==> src/hdl/oper_pkg.sv <==
// Shared constants and controller/datapath interface types for the odd prime extractor.
`default_nettype none

package oper_pkg;

   // Element width and default stack depth
   localparam int VALUE_W     = 32;
   localparam int STACK_DEPTH = 32;

   // Remainder unit: divisor width and bits retired per cycle
   localparam int DIVISOR_W = 16;
   localparam int RADIX_W   = 4;
   localparam int DIV_STEPS = VALUE_W / RADIX_W;

   // Commands from the controller to the datapath
   typedef struct packed {
      logic load_item;     // capture the incoming element
      logic init_trial;    // divisor = 3, square = 9
      logic start_div;     // begin remainder of value by divisor
      logic div_step;      // retire one radix digit
      logic step_divisor;  // move to next odd divisor
      logic push;          // push prime or flag overflow if full
      logic load_keep;     // load output register with kept element
      logic pop_read;      // read top of stack, decrement count
      logic load_pop;      // load output register with popped prime
      logic clear_seq;     // end of sequence: clear overflow flag
   } cmd_type;

   // Status from the datapath to the controller
   typedef struct packed {
      logic candidate;     // odd and greater than one
      logic square_gt;     // divisor squared exceeds value
      logic div_done;      // remainder is ready
      logic rem_zero;      // divisor divides value
      logic cnt_zero;      // stack empty
      logic last;          // current element ends the sequence
      logic out_free;      // output register can take a result
   } status_type;

endpackage : oper_pkg

`default_nettype wire

==> src/hdl/oper_ctrl.sv <==
// Controller state machine: sequences classification, trial division, stacking and replay.
`default_nettype none

module oper_ctrl (
   input  wire logic                clock,
   input  wire logic                reset,
   input  wire logic                req_valid,
   output logic                     req_ready,
   input  wire oper_pkg::status_type sts,
   output oper_pkg::cmd_type        cmd
);

   localparam logic [3:0] S_IDLE   = 4'd0;
   localparam logic [3:0] S_CLASS  = 4'd1;
   localparam logic [3:0] S_CHECK  = 4'd2;
   localparam logic [3:0] S_DIV    = 4'd3;
   localparam logic [3:0] S_PUSH   = 4'd4;
   localparam logic [3:0] S_KEEP   = 4'd5;
   localparam logic [3:0] S_POPCHK = 4'd6;
   localparam logic [3:0] S_POPRD  = 4'd7;
   localparam logic [3:0] S_POPWR  = 4'd8;

   logic [3:0] state_ff;
   logic [3:0] state_in;

   // State register
   always_ff @(posedge clock) begin
      if (reset) begin
         state_ff <= S_IDLE;
      end else begin
         state_ff <= state_in;
      end
   end

   assign req_ready = (state_ff == S_IDLE);

   // Next state and commands
   always_comb begin
      state_in = state_ff;
      cmd      = '0;
      unique case (state_ff)
         S_IDLE: begin
            if (req_valid) begin
               cmd.load_item = 1'b1;
               state_in      = S_CLASS;
            end
         end
         S_CLASS: begin
            if (sts.candidate) begin
               cmd.init_trial = 1'b1;
               state_in       = S_CHECK;
            end else begin
               state_in = S_KEEP;
            end
         end
         S_CHECK: begin
            if (sts.square_gt) begin
               state_in = S_PUSH;
            end else begin
               cmd.start_div = 1'b1;
               state_in      = S_DIV;
            end
         end
         S_DIV: begin
            if (!sts.div_done) begin
               cmd.div_step = 1'b1;
            end else if (sts.rem_zero) begin
               state_in = S_KEEP;
            end else begin
               cmd.step_divisor = 1'b1;
               state_in         = S_CHECK;
            end
         end
         S_PUSH: begin
            cmd.push = 1'b1;
            state_in = sts.last ? S_POPCHK : S_IDLE;
         end
         S_KEEP: begin
            if (sts.out_free) begin
               cmd.load_keep = 1'b1;
               state_in      = sts.last ? S_POPCHK : S_IDLE;
            end
         end
         S_POPCHK: begin
            if (sts.cnt_zero) begin
               cmd.clear_seq = 1'b1;
               state_in      = S_IDLE;
            end else begin
               state_in = S_POPRD;
            end
         end
         S_POPRD: begin
            cmd.pop_read = 1'b1;
            state_in     = S_POPWR;
         end
         S_POPWR: begin
            if (sts.out_free) begin
               cmd.load_pop = 1'b1;
               if (sts.cnt_zero) begin
                  cmd.clear_seq = 1'b1;
                  state_in      = S_IDLE;
               end else begin
                  state_in = S_POPRD;
               end
            end
         end
         default: begin
            state_in = S_IDLE;
         end
      endcase
   end

endmodule : oper_ctrl

`default_nettype wire

==> src/hdl/oper_dp.sv <==
// Datapath: element register, trial divisor and square, radix-16 remainder unit, prime stack, output register.
`default_nettype none

module oper_dp #(
   parameter int STACK_DEPTH = oper_pkg::STACK_DEPTH
) (
   input  wire logic                                   clock,
   input  wire logic                                   reset,
   input  wire logic signed [oper_pkg::VALUE_W-1:0]    req_value,
   input  wire logic                                   req_end_of_list,
   output logic                                        rsp_valid,
   input  wire logic                                   rsp_ready,
   output logic signed [oper_pkg::VALUE_W-1:0]         rsp_out_value,
   output logic                                        rsp_to_prime_list,
   output logic                                        rsp_final_result,
   output logic                                        rsp_overflow,
   input  wire oper_pkg::cmd_type                      cmd,
   output oper_pkg::status_type                        sts
);

   localparam int VW    = oper_pkg::VALUE_W;
   localparam int DW    = oper_pkg::DIVISOR_W;
   localparam int RW    = oper_pkg::RADIX_W;
   localparam int CNT_W = $clog2(STACK_DEPTH + 1);
   localparam int IDX_W = (STACK_DEPTH > 1) ? $clog2(STACK_DEPTH) : 1;
   localparam int DCW   = $clog2(oper_pkg::DIV_STEPS + 1);

   // Element under test
   logic [VW-1:0] value_ff;
   logic          last_ff;

   // Trial divisor and its square
   logic [DW-1:0] divisor_ff;
   logic [VW-1:0] square_ff;

   // Remainder unit
   logic [VW-1:0]  dvd_ff;
   logic [DW-1:0]  rem_ff;
   logic [DCW-1:0] div_cnt_ff;
   logic [VW-1:0]  dvd_in;
   logic [DW-1:0]  rem_in;

   // Stack
   logic [VW-1:0]    stack_mem [STACK_DEPTH];
   logic [VW-1:0]    rd_data_ff;
   logic [CNT_W-1:0] cnt_ff;
   logic [CNT_W-1:0] cnt_dec;
   logic             overflow_ff;
   logic             full;

   // Output register
   logic          rsp_valid_ff;
   logic [VW-1:0] out_value_ff;
   logic          to_prime_ff;
   logic          final_ff;
   logic          out_ovf_ff;

   assign cnt_dec = cnt_ff - CNT_W'(1);
   assign full    = (cnt_ff == CNT_W'(STACK_DEPTH));

   // Element capture
   always_ff @(posedge clock) begin
      if (cmd.load_item) begin
         value_ff <= req_value;
         last_ff  <= req_end_of_list;
      end
   end

   // Divisor and square: (d+2)^2 = d^2 + 4d + 4
   always_ff @(posedge clock) begin
      if (cmd.init_trial) begin
         divisor_ff <= DW'(3);
         square_ff  <= VW'(9);
      end else if (cmd.step_divisor) begin
         divisor_ff <= divisor_ff + DW'(2);
         square_ff  <= square_ff + VW'({divisor_ff, 2'b00}) + VW'(4);
      end
   end

   // Four restoring remainder steps per cycle
   always_comb begin
      logic [DW:0]   t;
      logic [DW-1:0] r;
      logic [VW-1:0] sh;
      r  = rem_ff;
      sh = dvd_ff;
      for (int i = 0; i < RW; i++) begin
         t  = {r, sh[VW-1]};
         sh = {sh[VW-2:0], 1'b0};
         if (t >= {1'b0, divisor_ff}) begin
            t = t - {1'b0, divisor_ff};
         end
         r = t[DW-1:0];
      end
      rem_in = r;
      dvd_in = sh;
   end

   always_ff @(posedge clock) begin
      if (reset) begin
         div_cnt_ff <= '0;
      end else if (cmd.start_div) begin
         div_cnt_ff <= '0;
      end else if (cmd.div_step) begin
         div_cnt_ff <= div_cnt_ff + DCW'(1);
      end
   end

   always_ff @(posedge clock) begin
      if (cmd.start_div) begin
         dvd_ff <= value_ff;
         rem_ff <= '0;
      end else if (cmd.div_step) begin
         dvd_ff <= dvd_in;
         rem_ff <= rem_in;
      end
   end

   // Stack storage and read port
   always_ff @(posedge clock) begin
      if (cmd.push && !full) begin
         stack_mem[cnt_ff[IDX_W-1:0]] <= value_ff;
      end
      if (cmd.pop_read) begin
         rd_data_ff <= stack_mem[cnt_dec[IDX_W-1:0]];
      end
   end

   // Stack count and overflow flag
   always_ff @(posedge clock) begin
      if (reset) begin
         cnt_ff      <= '0;
         overflow_ff <= 1'b0;
      end else begin
         if (cmd.push) begin
            if (full) begin
               overflow_ff <= 1'b1;
            end else begin
               cnt_ff <= cnt_ff + CNT_W'(1);
            end
         end else if (cmd.pop_read) begin
            cnt_ff <= cnt_dec;
         end
         if (cmd.clear_seq) begin
            overflow_ff <= 1'b0;
         end
      end
   end

   // Output register; a transfer frees it
   always_ff @(posedge clock) begin
      if (reset) begin
         rsp_valid_ff <= 1'b0;
      end else if (cmd.load_keep || cmd.load_pop) begin
         rsp_valid_ff <= 1'b1;
      end else if (rsp_ready) begin
         rsp_valid_ff <= 1'b0;
      end
   end

   always_ff @(posedge clock) begin
      if (cmd.load_keep) begin
         out_value_ff <= value_ff;
         to_prime_ff  <= 1'b0;
         final_ff     <= last_ff && (cnt_ff == '0);
         out_ovf_ff   <= overflow_ff;
      end else if (cmd.load_pop) begin
         out_value_ff <= rd_data_ff;
         to_prime_ff  <= 1'b1;
         final_ff     <= (cnt_ff == '0);
         out_ovf_ff   <= overflow_ff;
      end
   end

   assign rsp_valid         = rsp_valid_ff;
   assign rsp_out_value     = out_value_ff;
   assign rsp_to_prime_list = to_prime_ff;
   assign rsp_final_result  = final_ff;
   assign rsp_overflow      = out_ovf_ff;

   // Status back to the controller
   assign sts.candidate = value_ff[0] && !value_ff[VW-1] && (value_ff != VW'(1));
   assign sts.square_gt = (square_ff > value_ff);
   assign sts.div_done  = (div_cnt_ff == DCW'(oper_pkg::DIV_STEPS));
   assign sts.rem_zero  = (rem_ff == '0);
   assign sts.cnt_zero  = (cnt_ff == '0);
   assign sts.last      = last_ff;
   assign sts.out_free  = !rsp_valid_ff || rsp_ready;

endmodule : oper_dp

`default_nettype wire

==> src/hdl/odd_prime_extract_reverse_top.sv <==
// Top level of the odd prime extractor: controller plus datapath.
//
// Usage: elements enter on the req_ channel (value, end_of_list), one transfer
// at a time; results leave on the rsp_ channel through a single output register.
// Even values, negatives, one and odd composites are passed out as kept elements
// (to_prime_list = 0). Odd values above one are tested by trial division with
// odd divisors from 3 while divisor squared <= value; primes are pushed onto
// a stack of STACK_DEPTH entries, or dropped with overflow flagged when full.
// After an element with end_of_list set, the stack is replayed newest first
// with to_prime_list = 1, the last result of the sequence carries final_result.
// Timing: req_ready is high only while the controller is idle. A non-candidate
// passes from classification straight to the output register. A candidate spends,
// per odd divisor tried, one square check, 8 remainder steps at 4 bits each and
// one test of the remainder; a large prime tries about 23170 odd divisors.
// Replay reads and then writes out each prime in turn (states POPRD, POPWR).
// A stalled receiver holds the result in the output register; the controller
// waits before loading the next one, nothing is lost.
// Reset (synchronous) empties the stack, clears overflow and the output valid.
`default_nettype none

module odd_prime_extract_reverse_top #(
   parameter int STACK_DEPTH = oper_pkg::STACK_DEPTH
) (
   input  wire logic                                clock,
   input  wire logic                                reset,
   input  wire logic                                req_valid,
   output logic                                     req_ready,
   input  wire logic signed [oper_pkg::VALUE_W-1:0] req_value,
   input  wire logic                                req_end_of_list,
   output logic                                     rsp_valid,
   input  wire logic                                rsp_ready,
   output logic signed [oper_pkg::VALUE_W-1:0]      rsp_out_value,
   output logic                                     rsp_to_prime_list,
   output logic                                     rsp_final_result,
   output logic                                     rsp_overflow
);

   oper_pkg::cmd_type    cmd;
   oper_pkg::status_type sts;

   oper_ctrl u_ctrl (
      .clock     (clock),
      .reset     (reset),
      .req_valid (req_valid),
      .req_ready (req_ready),
      .sts       (sts),
      .cmd       (cmd)
   );

   oper_dp #(
      .STACK_DEPTH (STACK_DEPTH)
   ) u_dp (
      .clock             (clock),
      .reset             (reset),
      .req_value         (req_value),
      .req_end_of_list   (req_end_of_list),
      .rsp_valid         (rsp_valid),
      .rsp_ready         (rsp_ready),
      .rsp_out_value     (rsp_out_value),
      .rsp_to_prime_list (rsp_to_prime_list),
      .rsp_final_result  (rsp_final_result),
      .rsp_overflow      (rsp_overflow),
      .cmd               (cmd),
      .sts               (sts)
   );

endmodule : odd_prime_extract_reverse_top

`default_nettype wire

==> config.mk <==
export PLATFORM = sky130hd
export DESIGN_NAME = odd_prime_extract_reverse_top
export DESIGN_NICKNAME = d
export VERILOG_FILES = /design/src/hdl/oper_pkg.sv /design/src/hdl/oper_ctrl.sv /design/src/hdl/oper_dp.sv /design/src/hdl/odd_prime_extract_reverse_top.sv
export SDC_FILE = /design/constraint.sdc
export NUM_CORES = 2
export LEC_CHECK = 0
export BUFFER_PORTS_ARGS = -buffer_cell sky130_fd_sc_hd__clkbuf_2
export CAP_MARGIN = 25
export CELL_PAD_IN_SITES_DETAIL_PLACEMENT = 0
export CELL_PAD_IN_SITES_GLOBAL_PLACEMENT = 2
export CORE_AREA = 2 2 331 333
export CTS_CLUSTER_DIAMETER = 30
export DETAILED_ROUTE_END_ITERATION = 16
export DIE_AREA = 0 0 333 335
export GPL_ROUTABILITY_DRIVEN = 0
export GPL_TIMING_DRIVEN = 0
export HOLD_SLACK_MARGIN = 0.02
export PLACE_DENSITY_LB_ADDON = 0.08
export RECOVER_POWER = 100
export SLEW_MARGIN = 20
export SYNTH_ARGS = -nofsm -noshare
export SYNTH_HDL_FRONTEND = slang
export SYNTH_HIERARCHICAL = 1
export SYNTH_SLANG_ARGS = --single-unit
export TNS_END_PERCENT = 5
==> constraint.sdc <==
create_clock -name clock -period 13.7 [get_ports clock]
set_input_delay 2.74 -clock clock [delete_from_list [all_inputs] [get_ports clock]]
set_output_delay 2.74 -clock clock [all_outputs]
set_load 0.05 [all_outputs]
* After elaboration in Yosys (flattened, before gate mapping)
Memories as Yosys holds them, arrays and structs flattened. A register that Yosys moved wholly into a read port is not among the register bits.
Cells that the tools add are included.
** Storage, ports and cells
- Register bits :: 180
- Memory bits (writable) :: 1024
- Output and inout port bits :: 37
- Memories :: 1
** Cells by class
- Add/sub/neg operators :: 10
- Order comparisons :: 5
- Equal/unequal tests :: 16
- Multiplexer cells :: 47
- Reduce and logical (&&, ||, !) cells :: 21
** Memories
- u_dp.stack_mem :: depth 32, bits a word 32, rd ports 1, clocked after Yosys merged registers in 1, wr ports 1, line oper_dp.sv:44 : logic [VW-1:0] stack_mem [STACK_DEPTH];
** Operators with widths (number)
- 2-to-1 mux 32 bit :: 4
- greater-or-equal comparator 17 x 16 -> 1 bit :: 4
- 2-to-1 mux 16 bit :: 4
- subtractor 16 bit :: 4
- one-hot mux 4 bit (9 select lines) :: 1
- adder 32 x 18 -> 32 bit :: 1
- adder 32 x 3 -> 32 bit (second input constant) :: 1
- greater-than comparator 32 bit :: 1
- inequality test 32 x 1 -> 1 bit (second input constant) :: 1
- 2-to-1 mux 1 bit :: 23
- 2-to-1 mux 6 bit :: 3
- adder 16 x 2 -> 16 bit (second input constant) :: 1
- == test 4 x 3 -> 1 bit (second input constant) :: 4
- zero test 16 bit :: 1
- 2-to-1 mux 4 bit :: 4
- 2-to-1 mux 3 bit :: 5
- == test 4 x 2 -> 1 bit (second input constant) :: 2
- == test 4 bit (second input constant) :: 2
- inequality test 2 bit (second input constant) :: 4
- nonzero test 2 bit :: 4
- adder 6 x 1 -> 6 bit (second input constant) :: 1
- == test 6 bit (second input constant) :: 1
- zero test 6 bit :: 1
- subtractor 6 x 1 -> 6 bit (second input constant) :: 1
- 12 further kinds :: 21

* Depth between registers and ports, before layout
- Word-level depth :: 8
- Depth in mapped cells :: 42

* Cells and area by module
The synthesis kept the hierarchy.
** Modules (own cells, without submodules)
- oper_dp :: instances 1, cells each 2759, area an instance 51961.1 um^2, seq. area each 36144.7 um^2
- oper_ctrl :: instances 1, cells each 67, area an instance 454.2 um^2, seq. area each 80.1 um^2

* Worst setup path before layout
OpenSTA, ideal clock, no wires.
- Path type :: reg2reg
- Start point :: register u_dp.divisor_ff[1]
- End point :: register u_dp.rem_ff[10]
- Data arrival time :: 9.776 ns
- Required time :: 13.614 ns
- Slack :: 3.838 ns
- Stages on the path, launching flop included :: 40
- Path buffers :: 5
- Period minus slack after synthesis :: 9.862 ns
- Path through :: dfxtp_1 inv_1 ha_1 a21o_1 a221oi_2 o211ai_2 a22o_4 clkbuf_1 mux2_2 ha_1 and3_1 a21boi_1 a2111oi_2 or2_2 o211ai_2 nor2_1 buf_2 mux2_2 [... 4 more ...] a21oi_1 nand2b_1 or3_1 buf_6 buf_4 xor2_1 ha_1 a211oi_1 o21ai_1 a41oi_1 nand2_1 a31oi_1 o21ai_0 a211oi_1 o211ai_4 buf_8 mux2i_1 a211oi_1
** Between the ends
- Cells in the longest elaborated chain, start to end :: 8
- Elaborated cells between the ends (all ways) :: 12
** RTL lines
- from (decl) :: line oper_dp.sv:33 : logic [DW-1:0] divisor_ff;
- from (signal assigned) :: line oper_dp.sv:75 : divisor_ff <= divisor_ff + DW'(2);
- subtractor 16 bit or greater-or-equal comparator 17 x 16 -> 1 bit (tied branches) :: line oper_dp.sv:91, oper_dp.sv:90
- 2-to-1 mux 16 bit :: line oper_dp.sv:90 : if (t >= {1'b0, divisor_ff}) begin
- subtractor 16 bit or greater-or-equal comparator 17 x 16 -> 1 bit (tied branches) :: line oper_dp.sv:91, oper_dp.sv:90
- 2-to-1 mux 16 bit :: line oper_dp.sv:90
- subtractor 16 bit or greater-or-equal comparator 17 x 16 -> 1 bit (tied branches) :: line oper_dp.sv:91, oper_dp.sv:90
- 2-to-1 mux 16 bit :: line oper_dp.sv:90
- subtractor 16 bit or greater-or-equal comparator 17 x 16 -> 1 bit (tied branches) :: line oper_dp.sv:91, oper_dp.sv:90
- 2-to-1 mux 16 bit * :: line oper_dp.sv:90
- to (signal assigned) :: line oper_dp.sv:115 : rem_ff <= rem_in;
- to (decl) :: line oper_dp.sv:38 : logic [DW-1:0] rem_ff;
Mark *: on every way between the ends. The rest lies on a longest branch, timed or not.
A chain may end at the register's enable or synchronous reset.

* Worst setup path in the final report
- Start point :: register u_dp.divisor_ff[1]
- End point :: register u_dp.rem_ff[8]
Same word-level chain as after synthesis.

==> reports/qor.csv <==
stage;metric;value;unit
logic_synthesis;async_reset_ff_frac;0;
die;die_y;335;µm
logic_synthesis;syn_area;52420;µm²
grt;grt_pass1_vias;30113;
logic_synthesis;synth_ff_type;edfxtp_1;
detailed_routing;vias;28569;
detailed_routing;drc;0;
cts;cts-root-buf;clkbuf_16;
cts;path_clk_slew;0.05;ns
timing;period_needed;12.61;ns
cts;cts_tree;built;
timing;finalSetupTns;0;ns
logic_synthesis;ys_ff_latch;1232;
detailed_routing;first_pass_iters;7;
logic_synthesis;yosysUniqueCellTypes;78;
timing;timing_hold_violations_final;0;
timing;skew;0.06545;ns
setup_path;arrival;13.24;ns
grt;grt_pass1_wl;198900;µm
logic_synthesis;ys_warn_count;6;
place;port-buffer-count;73;
logic_synthesis;ys_seq_area_frac;0.6911;
timing;fin_ws;1.088;ns
grt;track_usage;0.2456;
cts;clkLatencyLatePin;0.82;ns
logic_synthesis;synth_cells;2826;
timing;period_share;0.9206;
setup_path;critPathSlowestCell;a2111oi_0;
layout;final_net_count;3433;
die;core-area;108100;µm²
cts;cts_resized;0;
die;dieArea;111600;µm²
grt;grt_max_degree;37;
layout;n_fill_cell;8125;
timing;slew_headroom;-1.172;
setup_path;start_kind;flop;
setup_path;crit_path_max_fanout;10;
cts;cts_hold_buf;0;
run;maxCapViolCount;34;
setup_path;crit_path_end_kind;flop;
layout;areaGrowthSynthToFinish;20.77;%
cts;clock-sinks;1232;
worst_hold_path;hold_path.class;reg2reg;
detailed_routing;vias_per_cell;5.850;
die;initial_core_util;0.4849;
outcome;violations;max-capacitance violations, max-slew violations;
place;dp_hpwl;96720;µm
outcome;status;finished with violations;
cts;numCtsBuffers;234;
setup_path;max_stage_delay;0.80;ns
timing;timing.final.max_slew_violations;706;
timing;hold_ws;0.4375;ns
die;fp.dieW;333;µm
grt;overflow;0;
cts;cts_buffer_depth;3;
timing;worst_pin_slew;3.257;ns
cts;htree_levels;4;
logic_synthesis;syn_nets;2999;
place;pre_cts_ws;1.259;ns
grt;antenna_found_initial;3;
timing;max_clock_freq;79.29;MHz
timing;setup_viol;0;
setup_path;cp_data_required_time;14.33;ns
die;num_io_pins;74;
setup_path;worstSetupPathType;reg2reg;
die;rows;121;
timing;rsz0062_at_grt;no;
detailed_routing;drt_wl_total;135300;µm
logic_synthesis;avgSynthCellArea;18.55;µm²
detailed_routing;drtIter0Drc;2304;
detailed_routing;avgRoutedWirePerCell;27.71;µm
cts;post_cts_buffers;0;
logic_synthesis;synth_edf_count;1155;
detailed_routing;postRouteAntennaNets;0;
layout;layout-drive-gt1-share;0.2650;
[critical path: cells and delay by family (launching register included)]
| kind | cells | cell delay (ns) |
|---|---|---|
| AOI/OAI and AO/OA | 19 | 5.76 |
| xor gates and xnor gates | 2 | 0.45 |
| buffers and inverters | 5 | 1.53 |
| muxes | 2 | 0.75 |
| adders and majority gates | 4 | 1.47 |
| and+or+nand+nor | 7 | 1.94 |
| DFF | 1 | 0.54 |
[path summary, 6_finish.rpt]
| path | endpoint | slack [ns] | cells after the start | start |
|---|---|---|---|---|
| worst max register to register | u_dp/rem_ff[8]$_SDFFE_PP0P_ | 1.09 | 39 | u_dp/divisor_ff[1]$_SDFFE_PP1P_ |
| worst min register to register | u_dp/rsp_overflow$_DFFE_PP_ | 0.44 | 0 | u_dp/overflow_ff$_SDFFE_PP0P_ |
| worst max-delay path | u_dp/rem_ff[8]$_SDFFE_PP0P_ | 1.09 | 39 | u_dp/divisor_ff[1]$_SDFFE_PP1P_ |
| worst min-delay path | u_dp/rsp_overflow$_DFFE_PP_ | 0.44 | 0 | u_dp/overflow_ff$_SDFFE_PP0P_ |
[flip-flops by register name (all words and copies together) (netlist names), 4 cells and up]
signal and cells:
u_ctrl/state_ff 4, u_dp/rsp_out_value 32, u_dp/dvd_ff 32, u_dp/divisor_ff 15, u_dp/stack_mem 1024, u_dp/rd_data_ff 32, u_dp/square_ff 29, u_dp/div_cnt_ff 4
u_dp/cnt_ff 6, u_dp/value_ff 32, u_dp/rem_ff 16
[synthesized netlist by cell type, drive strengths merged (4+ instances only)]
library cell	count	area [µm²]
edfxtp	1155	34680
mux4	320	7207
nor2	137	514.2
ha	131	1639
mux2	122	1374
a21oi	87	435.4
clkbuf	86	322.8
dfxtp	77	1541
inv	71	266.5
xnor2	65	569.3
nand2	63	236.5
nor3	51	271.5
o21ai	47	235.2
buf	33	178.9
nand3	33	165.2
a211oi	30	230.2
mux2i	29	290.3
xor2	27	236.5
a21o	22	165.2
nor2b	21	131.4
nand4	20	125.1
nand2b	19	118.9
nor4	18	112.6
and3	14	92.59
or3	14	87.58
a31oi	12	75.07
o21a	11	82.58
and2	10	62.56
o211ai	9	91.33
o21bai	8	60.06
nor3b	7	52.55
o311ai	7	61.31
or2	6	40.04
a211o	5	43.79
a221oi	5	56.31
a311oi	5	56.31
a31o	5	43.79
fa	5	100.1
nand3b	5	37.54
o41ai	5	43.79
o211a	4	40.04
[per-stage QoR]
step | utilization | instances | area (µm²)
CTS | 0.5971 | 4870 | 64550
global placement | 0.5046 | 4313 | 54550
detailed placement | 0.5217 | 4426 | 56390
global route | 0.5856 | 4882 | 63300
floorplan | - | 2826 | 52420
finish | 0.5856 | 4884 | 63300
[placed cells by master (no fill, tap or decap), types with 26 or more instances in the layout]
cell type and instances:
edfxtp_1 1155, mux4_2 320, clkbuf_1 267, clkbuf_16 238, nor2_1 137, ha_1 131
mux2_2 109, a21oi_1 87, dfxtp_1 77, inv_1 71, nand2_1 63, xnor2_1 63
nor3_1 49, o21ai_0 44, clkinv_2 38, clkbuf_2 38, nand3_1 33, clkinvlp_4 31
a211oi_1 29, mux2i_1 29, bufinv_16 28, xor2_1 26
[layout make-up]
type / count / area [µm²] / share of cell area
flip-flops and latches: 1232 / 36220 / 0.5722
multi-input cells: 1404 / 15440 / 0.2439
clock buffers: 271 / 6110 / 0.09651
clock inverters: 173 / 2044 / 0.03230
well taps: 1414 / 1769 / 0.02795
repair buffers: 198 / 933.4 / 0.01474
plain buffers: 119 / 511.7 / 0.008084
inverters: 71 / 266.5 / 0.004210
diodes: 2 / 5.005 / 0.00007906
[per-layer routing]
layer	vias to the layer above	wire length [µm]	GRT usage	part of all wire
met5	-	0	0	0
li1	12514	-	-	-
met3	197	7464	0.04522	0.055
met2	898	71060	0.4338	0.53
met1	14960	53100	0.3056	0.39
met4	0	3718	0.08126	0.027
[cell families after synthesis]
family	share of synthesized area
simple gates	0.03998
mux	0.1692
compound gates	0.03645
flops	0.6911
xor+xnor	0.01537
buf+inv	0.01466
fa+ha+maj	0.03318
Power is not shown: default switching activity piles up to over one toggle a cycle in this logic, so the estimate is an artifact.
